===== config.mk =====
export PLATFORM = sky130hd
export DESIGN_NAME = decimal_text_to_integer_core
export DESIGN_NICKNAME = d
export VERILOG_FILES = /design/src/rtl/dtoi_pkg.sv /design/src/rtl/dtoi_scan.sv /design/src/rtl/dtoi_weigh.sv /design/src/rtl/decimal_text_to_integer_core.sv
export SDC_FILE = /design/constraint.sdc
export NUM_CORES = 2
export LEC_CHECK = 0
export ABC_AREA = 1
export BUFFER_PORTS_ARGS = -buffer_cell sky130_fd_sc_hd__buf_2
export CORE_UTILIZATION = 45
export DETAILED_ROUTE_END_ITERATION = 16
export PLACE_DENSITY_LB_ADDON = 0.3
export SLEW_MARGIN = 20
export SYNTH_ARGS = -nofsm -noshare
export SYNTH_HDL_FRONTEND = slang
export SYNTH_SLANG_ARGS = --single-unit

===== constraint.sdc =====
create_clock -name clk -period 57.1 [get_ports clk]
set_clock_uncertainty 0.05 [all_clocks]
set_input_delay 8.565 -clock clk [delete_from_list [all_inputs] [get_ports clk]]
set_output_delay 8.565 -clock clk [all_outputs]
set_load 0.005 [all_outputs]

===== src/rtl/dtoi_pkg.sv =====
// ----------------------------------------------------------------------------
// dtoi_pkg
// Shared types and constants of the decimal text to integer converter.
// ----------------------------------------------------------------------------
package dtoi_pkg;

  // widest running value of the last digits: 10 digits stay below 2^34
  localparam int PSUM_W  = 34;
  localparam int DIGIT_W = 4;
  localparam int VALUE_W = 33;
  localparam int CHAR_W  = 8;

  localparam logic [CHAR_W-1:0] CH_MINUS = 8'h2D;
  localparam logic [CHAR_W-1:0] CH_ZERO  = 8'h30;
  localparam logic [CHAR_W-1:0] CH_NINE  = 8'h39;
  localparam logic [CHAR_W-1:0] CH_SPACE = 8'h20;

  // configuration register indexes
  localparam logic CFG_PARSE_MODE = 1'b0;
  localparam logic CFG_SIGNED     = 1'b1;

  typedef enum logic [1:0] {
    MODE_STRICT = 2'd0,
    MODE_SPACES = 2'd1,
    MODE_FIRST  = 2'd2,
    MODE_LAST   = 2'd3
  } dtoi_mode_t;

  typedef enum logic [2:0] {
    ST_OK      = 3'd0,
    ST_ILLEGAL = 3'd1,
    ST_NONUM   = 3'd2,
    ST_OVER    = 3'd3,
    ST_UNDER   = 3'd4
  } dtoi_status_t;

  // text-level state handed from the scanner to the weighing stage
  typedef struct packed {
    logic              negative;
    logic              signed_mode;
    dtoi_status_t      error_code;
    logic [CHAR_W-1:0] bad_char;
  } dtoi_ctl_t;

  typedef struct packed {
    logic [VALUE_W-1:0] value;
    dtoi_status_t       status;
    logic [CHAR_W-1:0]  offending_char;
  } dtoi_result_t;

endpackage


===== src/rtl/dtoi_scan.sv =====
// ----------------------------------------------------------------------------
// dtoi_scan
// Per-character text state: classifies each character, keeps the last digits,
// the running values of the last digits, the count, the sign and the error.
// ----------------------------------------------------------------------------
module dtoi_scan #(
  parameter int MAX_DIGITS = 10,
  localparam int CW = $clog2(MAX_DIGITS + 2)
) (
  input  logic                              clk,
  input  logic                              rst,
  input  logic                              take,
  input  logic [dtoi_pkg::CHAR_W-1:0]       character,
  input  logic                              no_char,
  input  logic                              end_text,
  input  dtoi_pkg::dtoi_mode_t              parse_mode,
  input  logic                              signed_result,
  output logic [dtoi_pkg::DIGIT_W-1:0]      snap_digits [MAX_DIGITS],
  output logic [dtoi_pkg::PSUM_W-1:0]       snap_psum [MAX_DIGITS],
  output logic [CW-1:0]                     snap_count,
  output dtoi_pkg::dtoi_ctl_t               snap_ctl
);

  localparam int PW = dtoi_pkg::PSUM_W;

  logic [dtoi_pkg::DIGIT_W-1:0] digits [MAX_DIGITS];
  logic [PW-1:0]                psum [MAX_DIGITS];
  logic [CW-1:0]                count;
  logic                         negative;
  logic                         gap_seen;
  logic                         finished;
  dtoi_pkg::dtoi_status_t       error_code;
  logic [dtoi_pkg::CHAR_W-1:0]  bad_char;

  logic [CW-1:0]                count_next;
  logic                         negative_next;
  logic                         gap_seen_next;
  logic                         finished_next;
  dtoi_pkg::dtoi_status_t       error_code_next;
  logic [dtoi_pkg::CHAR_W-1:0]  bad_char_next;
  logic                         shift_in;

  logic [dtoi_pkg::CHAR_W-1:0]  offset;
  logic [dtoi_pkg::DIGIT_W-1:0] digit;
  logic                         is_digit;
  logic                         is_minus;
  logic [CW-1:0]                count_base;

  assign offset   = character - dtoi_pkg::CH_ZERO;
  assign digit    = offset[dtoi_pkg::DIGIT_W-1:0];
  assign is_digit = (character >= dtoi_pkg::CH_ZERO) && (character <= dtoi_pkg::CH_NINE);
  assign is_minus = signed_result && (character == dtoi_pkg::CH_MINUS);

  always_comb begin
    count_next      = count;
    negative_next   = negative;
    gap_seen_next   = gap_seen;
    finished_next   = finished;
    error_code_next = error_code;
    bad_char_next   = bad_char;
    shift_in        = 1'b0;
    count_base      = gap_seen ? '0 : count;
    if (!no_char && error_code == dtoi_pkg::ST_OK && !finished) begin
      if (is_minus) begin
        if (count != '0) begin
          error_code_next = dtoi_pkg::ST_ILLEGAL;
          bad_char_next   = character;
        end else begin
          negative_next = !negative;
        end
      end else if (!is_digit) begin
        case (parse_mode)
          dtoi_pkg::MODE_FIRST: begin
            if (count != '0) begin
              finished_next = 1'b1;
            end
          end
          dtoi_pkg::MODE_LAST: begin
            gap_seen_next = 1'b1;
          end
          dtoi_pkg::MODE_SPACES: begin
            if (character != dtoi_pkg::CH_SPACE) begin
              error_code_next = dtoi_pkg::ST_ILLEGAL;
              bad_char_next   = character;
            end
          end
          default: begin
            // strict
            error_code_next = dtoi_pkg::ST_ILLEGAL;
            bad_char_next   = character;
          end
        endcase
      end else begin
        shift_in = 1'b1;
        // a digit after a gap starts a new number
        if (gap_seen) begin
          gap_seen_next = 1'b0;
          negative_next = 1'b0;
        end
        count_next = (count_base <= CW'(MAX_DIGITS)) ? count_base + CW'(1) : count_base;
      end
    end
  end

  // each entry is the value of the latest i+1 digits
  always_comb begin
    for (int i = 0; i < MAX_DIGITS; i++) begin
      snap_digits[i] = digits[i];
      snap_psum[i]   = psum[i];
    end
    if (shift_in) begin
      snap_digits[0] = digit;
      snap_psum[0]   = PW'(digit);
      for (int i = 1; i < MAX_DIGITS; i++) begin
        snap_digits[i] = digits[i-1];
        snap_psum[i]   = (psum[i-1] << 3) + (psum[i-1] << 1) + PW'(digit);
      end
    end
  end

  assign snap_count = count_next;
  assign snap_ctl   = '{negative:    negative_next,
                        signed_mode: signed_result,
                        error_code:  error_code_next,
                        bad_char:    bad_char_next};

  always_ff @(posedge clk) begin
    if (rst) begin
      count      <= '0;
      negative   <= 1'b0;
      gap_seen   <= 1'b0;
      finished   <= 1'b0;
      error_code <= dtoi_pkg::ST_OK;
      bad_char   <= '0;
    end else if (take) begin
      if (end_text) begin
        count      <= '0;
        negative   <= 1'b0;
        gap_seen   <= 1'b0;
        finished   <= 1'b0;
        error_code <= dtoi_pkg::ST_OK;
        bad_char   <= '0;
      end else begin
        count      <= count_next;
        negative   <= negative_next;
        gap_seen   <= gap_seen_next;
        finished   <= finished_next;
        error_code <= error_code_next;
        bad_char   <= bad_char_next;
      end
    end
  end

  always_ff @(posedge clk) begin
    if (take) begin
      digits <= snap_digits;
      psum   <= snap_psum;
    end
  end

  a_clear_at_end: assert property (@(posedge clk) disable iff (rst)
    take && end_text |=> count == '0 && error_code == dtoi_pkg::ST_OK && !finished)
    else $error("text state not cleared after end of text");

  a_count_sat: assert property (@(posedge clk) disable iff (rst)
    count <= CW'(MAX_DIGITS + 1))
    else $error("digit count beyond saturation");

  a_error_held: assert property (@(posedge clk) disable iff (rst)
    error_code != dtoi_pkg::ST_OK && !(take && end_text)
    |=> error_code == dtoi_pkg::ST_ILLEGAL && $stable(bad_char))
    else $error("latched illegal character lost within a text");

endmodule


===== src/rtl/dtoi_weigh.sv =====
// ----------------------------------------------------------------------------
// dtoi_weigh
// Range checks of a finished text: finds the first digit position whose
// digit or running sum leaves the range, and forms value and status.
// ----------------------------------------------------------------------------
module dtoi_weigh #(
  parameter int VALUE_WIDTH = 32,
  parameter int MAX_DIGITS  = 10,
  localparam int CW = $clog2(MAX_DIGITS + 2)
) (
  input  logic [dtoi_pkg::DIGIT_W-1:0] digits [MAX_DIGITS],
  input  logic [dtoi_pkg::PSUM_W-1:0]  psum [MAX_DIGITS],
  input  logic [CW-1:0]                count,
  input  dtoi_pkg::dtoi_ctl_t          ctl,
  output dtoi_pkg::dtoi_result_t       result
);

  localparam int PW = dtoi_pkg::PSUM_W;
  localparam int VW = dtoi_pkg::VALUE_W;

  // largest digit d with d * 10^pos <= m
  function automatic logic [3:0] dig_limit(input logic [PW-1:0] m, input int pos);
    logic [39:0] p;
    logic [3:0]  lim;
    p   = 40'd1;
    lim = '0;
    for (int k = 0; k < pos; k++) begin
      p = p * 40'd10;
    end
    for (int d = 1; d < 10; d++) begin
      if (40'(d) * p <= 40'(m)) begin
        lim = 4'(d);
      end
    end
    return lim;
  endfunction

  // first position j with 10^(j+1) > m; the weight cannot grow past it
  function automatic int first_big(input logic [PW-1:0] m);
    logic [39:0] p;
    int          j;
    logic        found;
    p     = 40'd10;
    j     = 0;
    found = 1'b0;
    for (int k = 0; k < 11; k++) begin
      if (!found && p > 40'(m)) begin
        j     = k;
        found = 1'b1;
      end
      p = p * 40'd10;
    end
    return j;
  endfunction

  localparam logic [PW-1:0] MAXV_S = (PW'(1) << (VALUE_WIDTH - 1)) - PW'(1);
  localparam logic [PW-1:0] MAXV_U = (PW'(1) << VALUE_WIDTH) - PW'(1);
  localparam int            J_S    = first_big(MAXV_S);
  localparam int            J_U    = first_big(MAXV_U);

  logic                  neg_eff;
  logic [PW-1:0]         lim;
  logic [MAX_DIGITS-1:0] dov;
  logic [MAX_DIGITS-1:0] hit;

  assign neg_eff = ctl.signed_mode && ctl.negative;
  assign lim     = ctl.signed_mode ? (neg_eff ? MAXV_S + PW'(1) : MAXV_S) : MAXV_U;

  for (genvar i = 0; i < MAX_DIGITS; i++) begin : g_pos
    localparam logic [3:0] LIM_S  = dig_limit(MAXV_S, i);
    localparam logic [3:0] LIM_U  = dig_limit(MAXV_U, i);
    localparam logic       REACH_S = (i <= J_S);
    localparam logic       REACH_U = (i <= J_U);
    logic in_range;
    logic sov;
    assign dov[i]   = ctl.signed_mode ? (digits[i] > LIM_S) : (digits[i] > LIM_U);
    assign sov      = psum[i] > lim;
    assign in_range = (int'(count) > i) && (ctl.signed_mode ? REACH_S : REACH_U);
    assign hit[i]   = in_range && (dov[i] || sov);
  end

  logic          found;
  logic          first_dov;
  logic [VW-1:0] mag;
  int            jlim;

  always_comb begin
    found     = 1'b0;
    first_dov = 1'b0;
    for (int i = 0; i < MAX_DIGITS; i++) begin
      if (!found && hit[i]) begin
        found     = 1'b1;
        first_dov = dov[i];
      end
    end
    mag = '0;
    for (int i = 0; i < MAX_DIGITS; i++) begin
      if (count == CW'(i + 1)) begin
        mag = psum[i][VW-1:0];
      end
    end
    jlim = ctl.signed_mode ? J_S : J_U;

    result.value          = '0;
    result.status         = dtoi_pkg::ST_OK;
    result.offending_char = '0;
    if (ctl.error_code != dtoi_pkg::ST_OK) begin
      result.status         = ctl.error_code;
      result.offending_char = ctl.bad_char;
    end else if (count == '0) begin
      result.status = dtoi_pkg::ST_NONUM;
    end else if (int'(count) > MAX_DIGITS) begin
      result.status = dtoi_pkg::ST_OVER;
    end else if (found) begin
      // a single digit too large counts as overflow even for negative numbers
      result.status = (first_dov || !neg_eff) ? dtoi_pkg::ST_OVER : dtoi_pkg::ST_UNDER;
    end else if (int'(count) > jlim + 1) begin
      result.status = dtoi_pkg::ST_OVER;
    end else begin
      result.value = neg_eff ? VW'(0) - mag : mag;
    end
  end

endmodule


===== src/rtl/decimal_text_to_integer_core.sv =====
// ----------------------------------------------------------------------------
// decimal_text_to_integer_core
// Decimal text to integer converter with overflow and underflow checks.
// ----------------------------------------------------------------------------
// The text arrives one character per request on the s_axis channel; tuser
// marks a request that carries no character and tlast marks the final one.
// Only the final request of a text yields a result on the m_axis channel:
// the value (zero unless status is ok), the status and, for an illegal
// character, that character.
// A request is taken in every cycle while the pipeline has room, so the
// sustained rate is one character per cycle. The final character of a text
// is registered into the range check stage together with the digit window
// that the scanner updates, and its result then into the output register.
// When m_axis_tready is low the result waits in the output register and the
// range check stage still holds one more text; characters of the next text
// are taken until that stage is full.
// Reset clears all text state and the pipeline, sets parse_mode to strict
// and signed results on. The user writes configuration through cfg_we,
// cfg_index and cfg_data while no text is in flight; the block does not enforce it.
// ----------------------------------------------------------------------------
module decimal_text_to_integer_core #(
  parameter int VALUE_WIDTH = 32,
  parameter int MAX_DIGITS  = 10
) (
  input  logic        clk,
  input  logic        rst,
  input  logic        s_axis_tvalid,
  output logic        s_axis_tready,
  input  logic [7:0]  s_axis_tdata,   // [7:0] character
  input  logic        s_axis_tuser,   // [0] no_char
  input  logic        s_axis_tlast,   // end_of_text
  output logic        m_axis_tvalid,
  input  logic        m_axis_tready,
  output logic [47:0] m_axis_tdata,   // [32:0] value, [40:33] offending_char, zero above
  output logic [2:0]  m_axis_tuser,   // [2:0] status
  input  logic        cfg_we,
  input  logic        cfg_index,
  input  logic [1:0]  cfg_data
);

  localparam int CW = $clog2(MAX_DIGITS + 2);

  dtoi_pkg::dtoi_mode_t           parse_mode;
  logic                           signed_result;

  logic                           take;
  logic                           out_free;
  logic                           s1_move;

  logic [dtoi_pkg::DIGIT_W-1:0]   snap_digits [MAX_DIGITS];
  logic [dtoi_pkg::PSUM_W-1:0]    snap_psum [MAX_DIGITS];
  logic [CW-1:0]                  snap_count;
  dtoi_pkg::dtoi_ctl_t            snap_ctl;

  logic                           s1_valid;
  logic [dtoi_pkg::DIGIT_W-1:0]   s1_digits [MAX_DIGITS];
  logic [dtoi_pkg::PSUM_W-1:0]    s1_psum [MAX_DIGITS];
  logic [CW-1:0]                  s1_count;
  dtoi_pkg::dtoi_ctl_t            s1_ctl;

  dtoi_pkg::dtoi_result_t         weigh_result;
  logic                           m_valid;
  dtoi_pkg::dtoi_result_t         m_result;

  assign out_free      = !m_valid || m_axis_tready;
  assign s1_move       = s1_valid && out_free;
  assign s_axis_tready = !s1_valid || out_free;
  assign take          = s_axis_tvalid && s_axis_tready;

  always_ff @(posedge clk) begin
    if (rst) begin
      parse_mode    <= dtoi_pkg::MODE_STRICT;
      signed_result <= 1'b1;
    end else if (cfg_we) begin
      if (cfg_index == dtoi_pkg::CFG_PARSE_MODE) begin
        parse_mode <= dtoi_pkg::dtoi_mode_t'(cfg_data);
      end else begin
        signed_result <= cfg_data[0];
      end
    end
  end

  dtoi_scan #(
    .MAX_DIGITS (MAX_DIGITS)
  ) u_scan (
    .clk           (clk),
    .rst           (rst),
    .take          (take),
    .character     (s_axis_tdata),
    .no_char       (s_axis_tuser),
    .end_text      (s_axis_tlast),
    .parse_mode    (parse_mode),
    .signed_result (signed_result),
    .snap_digits   (snap_digits),
    .snap_psum     (snap_psum),
    .snap_count    (snap_count),
    .snap_ctl      (snap_ctl)
  );

  // range check stage, loaded by the final character of a text
  always_ff @(posedge clk) begin
    if (rst) begin
      s1_valid <= 1'b0;
    end else if (take && s_axis_tlast) begin
      s1_valid <= 1'b1;
    end else if (s1_move) begin
      s1_valid <= 1'b0;
    end
  end

  always_ff @(posedge clk) begin
    if (take && s_axis_tlast) begin
      s1_digits <= snap_digits;
      s1_psum   <= snap_psum;
      s1_count  <= snap_count;
      s1_ctl    <= snap_ctl;
    end
  end

  dtoi_weigh #(
    .VALUE_WIDTH (VALUE_WIDTH),
    .MAX_DIGITS  (MAX_DIGITS)
  ) u_weigh (
    .digits (s1_digits),
    .psum   (s1_psum),
    .count  (s1_count),
    .ctl    (s1_ctl),
    .result (weigh_result)
  );

  always_ff @(posedge clk) begin
    if (rst) begin
      m_valid <= 1'b0;
    end else if (s1_move) begin
      m_valid <= 1'b1;
    end else if (m_axis_tready) begin
      m_valid <= 1'b0;
    end
  end

  always_ff @(posedge clk) begin
    if (s1_move) begin
      m_result <= weigh_result;
    end
  end

  assign m_axis_tvalid = m_valid;
  assign m_axis_tdata  = {7'b0, m_result.offending_char, m_result.value};
  assign m_axis_tuser  = m_result.status;

  a_value_zero: assert property (@(posedge clk) disable iff (rst)
    m_axis_tvalid && m_axis_tuser != dtoi_pkg::ST_OK |-> m_axis_tdata[32:0] == '0)
    else $error("nonzero value with error status");

  a_char_zero: assert property (@(posedge clk) disable iff (rst)
    m_axis_tvalid && m_axis_tuser != dtoi_pkg::ST_ILLEGAL |-> m_axis_tdata[40:33] == '0)
    else $error("offending character without illegal status");

  a_stage_load: assert property (@(posedge clk) disable iff (rst)
    $rose(s1_valid) |-> $past(s_axis_tvalid && s_axis_tready && s_axis_tlast))
    else $error("range check stage loaded without final character");

endmodule

* Yosys cells after proc, flatten, opt, wreduce, memory -nomap -nowiden *
Cells that the tools add are included.

operators by class
  mux-type cells = 85
  reduce and logical (&&, ||, !) cells = 71
  eq/ne operators = 17
  div/mod/pow operators = 0
  $lt $le $gt $ge = 35
  $mul = 0
  bitwise operators = 1
  add/subtract/negate cells = 21
  shift-type cells = 0

operator list
  cell                                                           count
  2-to-1 mux 33 bit                                              11
  greater-than comparator 34 bit                                 10
  2-to-1 mux 340 bit                                             1
  adder 34 bit                                                   9
  adder 34 x 4 -> 34 bit                                         9
  greater-than comparator 4 bit, second input constant           12
  2-to-1 mux 8 bit                                               6
  2-to-1 mux 1 bit                                               45
  2-to-1 mux 40 bit                                              1
  2-to-1 mux 34 bit                                              1
  2-to-1 mux 3 bit                                               11
  subtractor 1 x 33 -> 33 bit, first input constant              1
  2-to-1 mux 32 bit                                              1
  logical AND 1 bit                                              27
  2-to-1 mux 4 bit                                               6
  greater-than comparator 4 x 3 -> 1 bit, second input constant  5
  == test 4 x 3 -> 1 bit, second input constant                  4
  case mux 8 bit (2 select lines)                                1
  logical NOT 1 bit                                              15
  logical OR 1 bit                                               13
  == test 4 bit, second input constant                           3
  greater-than comparator 4 x 2 -> 1 bit, second input constant  3
  nonzero test 2 bit                                             5
  == test 4 x 2 -> 1 bit, second input constant                  2
  other kinds (23)                                               28

word-level totals
  output and inout bits = 53
  bits in registers = 844
  word-level logic and storage cells = 288
  latch bits = 0
  bits in writable memories = 0
  input port bits = 18
  memory bits (read-only) = 0
  memories = 0

* Logic depth before layout (Yosys ltp) *
  word-level depth = 40
  mapped depth = 34

* Modules after synthesis *
Synthesis repeated with hierarchy kept, for this count alone.

second synthesis, totals
  cells, all modules = 8153
  area, all modules = 64292.9 um^2

modules (own cells, without submodules)
  module                        times used  sequential area each (um^2)  area each (um^2)  cells an instance
  dtoi_scan                     1           11771.3                      39205.1           5467
  decimal_text_to_integer_core  1           13342.8                      13523.0           482
  dtoi_weigh                    1           0.0                          11564.8           2204

* Least setup slack after synthesis *
OpenSTA, ideal clock, no wires.

  kind = input -> register
  from = in m_axis_tready
  to = reg u_scan.gap_seen
  library setup time = 0.142 ns
  required time = 56.908 ns
  data arrival time = 26.399 ns
  cell stages on the path = 9
  path buffers = 0
  setup slack = 30.510 ns
  cells stage by stage = inv_1 > nand2_1 > nor2_1 > inv_1 > nand2_1 > nor2_1 > inv_1 > nand2_1 > nor3_1

between the ends
  cells in the longest elaborated chain, start to end = 4

RTL lines
  what                                  line                                source
  start: declaration                    decimal_text_to_integer_core.sv:33  input logic m_axis_tready,
  logical OR 1 bit                      decimal_text_to_integer_core.sv:65  assign out_free = !m_valid || m_axis_tready;
  logical OR 1 bit                      decimal_text_to_integer_core.sv:67  assign s_axis_tready = !s1_valid || out_free;
  via s_axis_tready                     decimal_text_to_integer_core.sv:28  output logic s_axis_tready,
  logical AND 1 bit                     decimal_text_to_integer_core.sv:68  assign take = s_axis_tvalid && s_axis_tready;
  AND reduction 4 bit (no source line)  -
  end signal: assignment                dtoi_scan.sv:146                    gap_seen <= gap_seen_next;
  end: declaration                      dtoi_scan.sv:30                     logic gap_seen;

The timed path passes the listed nets, and every way through them passes these cells.
A chain may end at the register's enable or synchronous reset.

* Worst setup path after layout *
  from = in m_axis_tready
  to = out s_axis_tready

between the ends
  cells in the longest elaborated chain, start to end = 2

RTL lines
  what              line
  logical OR 1 bit  decimal_text_to_integer_core.sv:65
  logical OR 1 bit  decimal_text_to_integer_core.sv:67
  end: declaration  decimal_text_to_integer_core.sv:28

No other way between the ends.

==> flow_metrics.tcl <==
set metrics [dict create \
    peakVddDrop_mv 0.0290 \
    hpwl_mm 111 \
    area_growth_pct 8.42 \
    fin_cells 8292 \
    rsz0062_at_grt "no" \
    crit_path_end_kind "output port" \
    synth.most_common_cell "nand2_1" \
    ys_ff_latch 835 \
    routed_via_density 5.51 \
    grt_max_degree 213 \
    crit_type "primary input to output port" \
    antenna_cells 0 \
    cts_tree "built" \
    total_power_uw 1710 \
    antenna_found_initial 0 \
    vias 45660 \
    synth.distinct_cells 64 \
    synth_top_area_cell "edfxtp_1" \
    ctsResizeCount 0 \
    io_buffer_count 63 \
    dp_cells 8123 \
    crit_start "m_axis_tready" \
    fin_crit_sh_pct 31.1 \
    final_util_pct 49.2 \
    antenna_left 0 \
    nNetsFinal 7325 \
    reg2regPathDepth 19 \
    cp.arrival_ps 9170 \
    syn_avg_cell_area_um2 8.85 \
    syn-instance-count 6525 \
    crit_path_end "s_axis_tready" \
    outcome "finished clean" \
    fmax_ghz 0.0562 \
    clk_path_buf_depth 3 \
    rr_startpoint "s1_count[3]" \
    p_clk_share_pct 34.8 \
    place_congestion 0.909 \
    hold_depth 0 \
    dr.pass1.iters 8 \
    hold_viol 0 \
    ios 71 \
    tightest_slew_ps 1150 \
    r2r_setup_slack_ps 51410 \
    p_sw_uw 519 \
    setup_tns_ps 0 \
    hp-class "flip-flop to flip-flop" \
    cp.required_ps 48490 \
    p_seq_share_pct 43.4 \
    post_cts_buffers 0 \
    gr-total-overflow 0 \
    clkTransAtPathRegs_ps 60 \
    cts_root_buf "clkbuf_16" \
    fin_crit_ps 17790 \
    worst_slack_ps 39320 \
    drt-total-wl_mm 153 \
    crit_fanout 2 \
    p_leak_uw 0.0281 \
    worstSkewPairLatency_ps 720 \
    synthArstFlopShare_pct 0 \
    synth_warnings 0 \
    syn_area_mm2 0.0577 \
    core-area_mm2 0.127 \
    ys_seq_area_share_pct 43.0 \
    start_util_pct 45.3 \
    cap_violations 0 \
    cts_sinks 835 \
    p_comb_share_pct 21.7 \
    dpl_worst_slack_ps 39310 \
    regArea_mm2 0.0248 \
    die_w_um 360 \
    netlist_top_cells_count "1601 x nand2_1, 812 x edfxtp_1, 731 x ha_1" \
    fillers 11772 \
    r2r_end "m_axis_tdata[28]" \
    cts_made_buffers 95 \
    grt_pass1_vias 44349 \
    htree_num_levels 3 \
    drtIter0Drc 3564 \
    cts-hold-fix-buffers 0 \
    die_h_um 360 \
    grtUsageTotal_pct 23.3 \
    drt-wirelength-per-cell_um 18.5 \
    netlist_top_cells_area "edfxtp_1 42%, ha_1 16%, nand2_1 10%" \
    final_max_slew_viol_count 0 \
    multi_input_area_mm2 0.0296 \
    max-slew-margin-rel_pct 23.7 \
    remaining_drc_errors 0 \
    setup_viol 0 \
    p_per_area_mw_per_mm2 27.3 \
    startpoint_type "primary input" \
    synth_flop_cell "edfxtp_1" \
    p_sw_share_pct 30.4 \
    yosysTopAreaCellShare_pct 42.2 \
    num_rows 131 \
    grt_pass1_wl_mm 240 \
    synth_edf_count 812 \
    drive_gt1_share_pct 4.72 \
    p_int_uw 1190 \
    die-area_mm2 0.130 \
]
==> power groups by stage <==
stage | logic, uW | clock network (uW) | registers (uW)
after CTS | 370 | 606 | 741
after detailed placement | 366 | 0 | 754
final | 371 | 595 | 742
after global placement | 358 | 0 | 753
after global routing | 421 | 626 | 745
after floorplan | 282 | 0 | 755
==> logic make-up after synthesis <==
kind of cell | synth area share [%]
XOR/XNOR | 3.97
AND/OR/NAND/NOR | 19.0
flip-flops | 43.0
AO/OA/AOI/OAI | 11.7
other | 0.00649
adder cells (fa/ha/maj) | 16.5
buffers and inverters | 5.79
==> registers in the layout (all words and copies together) (netlist names) <==
name	flops
parse_mode	2
s1_count	4
m_axis_tdata	41
u_scan.negative	1
m_axis_tuser	3
s1_valid	1
signed_result	1
u_scan.psum	340
u_scan.error_code	3
u_scan.gap_seen	1
s1_digits	31
u_scan.bad_char	8
s1_ctl	13
u_scan.finished	1
u_scan.digits	40
s1_psum	340
u_scan.count	4
m_axis_tvalid	1
==> metrics by stage <==
step           hold WS [ps]  instance area [um^2]
2_1_floorplan           370                 57800
6_report                393                 62600
3_5_place_dp            372                 59600
3_3_place_gp            364                 59600
5_1_grt                 429                 62600
4_1_cts                 393                 62600
==> final cells by class <==
class / instances / area share [%]
sequential: 835 / 39.7
tap: 1662 / 3.32
inverter: 639 / 3.88
clock buffer: 118 / 3.97
timing repair buffer: 103 / 1.04
clock inverter: 51 / 0.783
multi-input combinational: 4884 / 47.3
==> worst max-delay path, stage by stage <==
cell	delay, ps
buf_2	100
inv_1	100
nand2_1	80
nor2_1	130
inv_1	70
buf_2	130
==> cell usage in the layout (no fill, tap or decap), types with 22 or more instances in the layout <==
master,netlist,routed
o31ai_1,23,23
nand2_1,1601,1601
ha_1,731,731
o21ai_0,414,414
nand3_1,272,272
edfxtp_1,812,812
dfxtp_1,23,23
buf_4,18,37
a31oi_1,86,86
xnor2_1,120,120
nand4_1,70,70
nand3b_1,32,32
o21bai_1,36,36
xor2_1,142,142
nor2_1,520,516
a21boi_0,22,22
clkbuf_1,96,22
a21oi_1,466,465
o21ai_1,48,48
clkbuf_16,0,96
inv_1,628,626
buf_2,26,63
o211ai_1,30,30
nor3_1,69,69
==> worst min path at each step <==
stage,start,endpoint
3_3_place_gp,u_scan.error_code[1],s1_ctl[9]
6_report,u_scan.error_code[1],s1_ctl[9]
3_5_place_dp,u_scan.error_code[1],s1_ctl[9]
2_1_floorplan,u_scan.error_code[2],u_scan.error_code[2]
4_1_cts,u_scan.error_code[1],s1_ctl[9]
5_1_grt,u_scan.error_code[2],s1_ctl[10]
==> layer usage <==
layer / GRT usage [%] / share of wire, % / vias up
met5: 0 / 0 / -
li1: - / - / 22711
met4: 8.30 / 3.5 / 0
met1: 30.2 / 44 / 21519
met3: 2.65 / 4.8 / 248
met2: 40.0 / 48 / 1182
No activity file was read; power rests on OpenSTA's default activity.
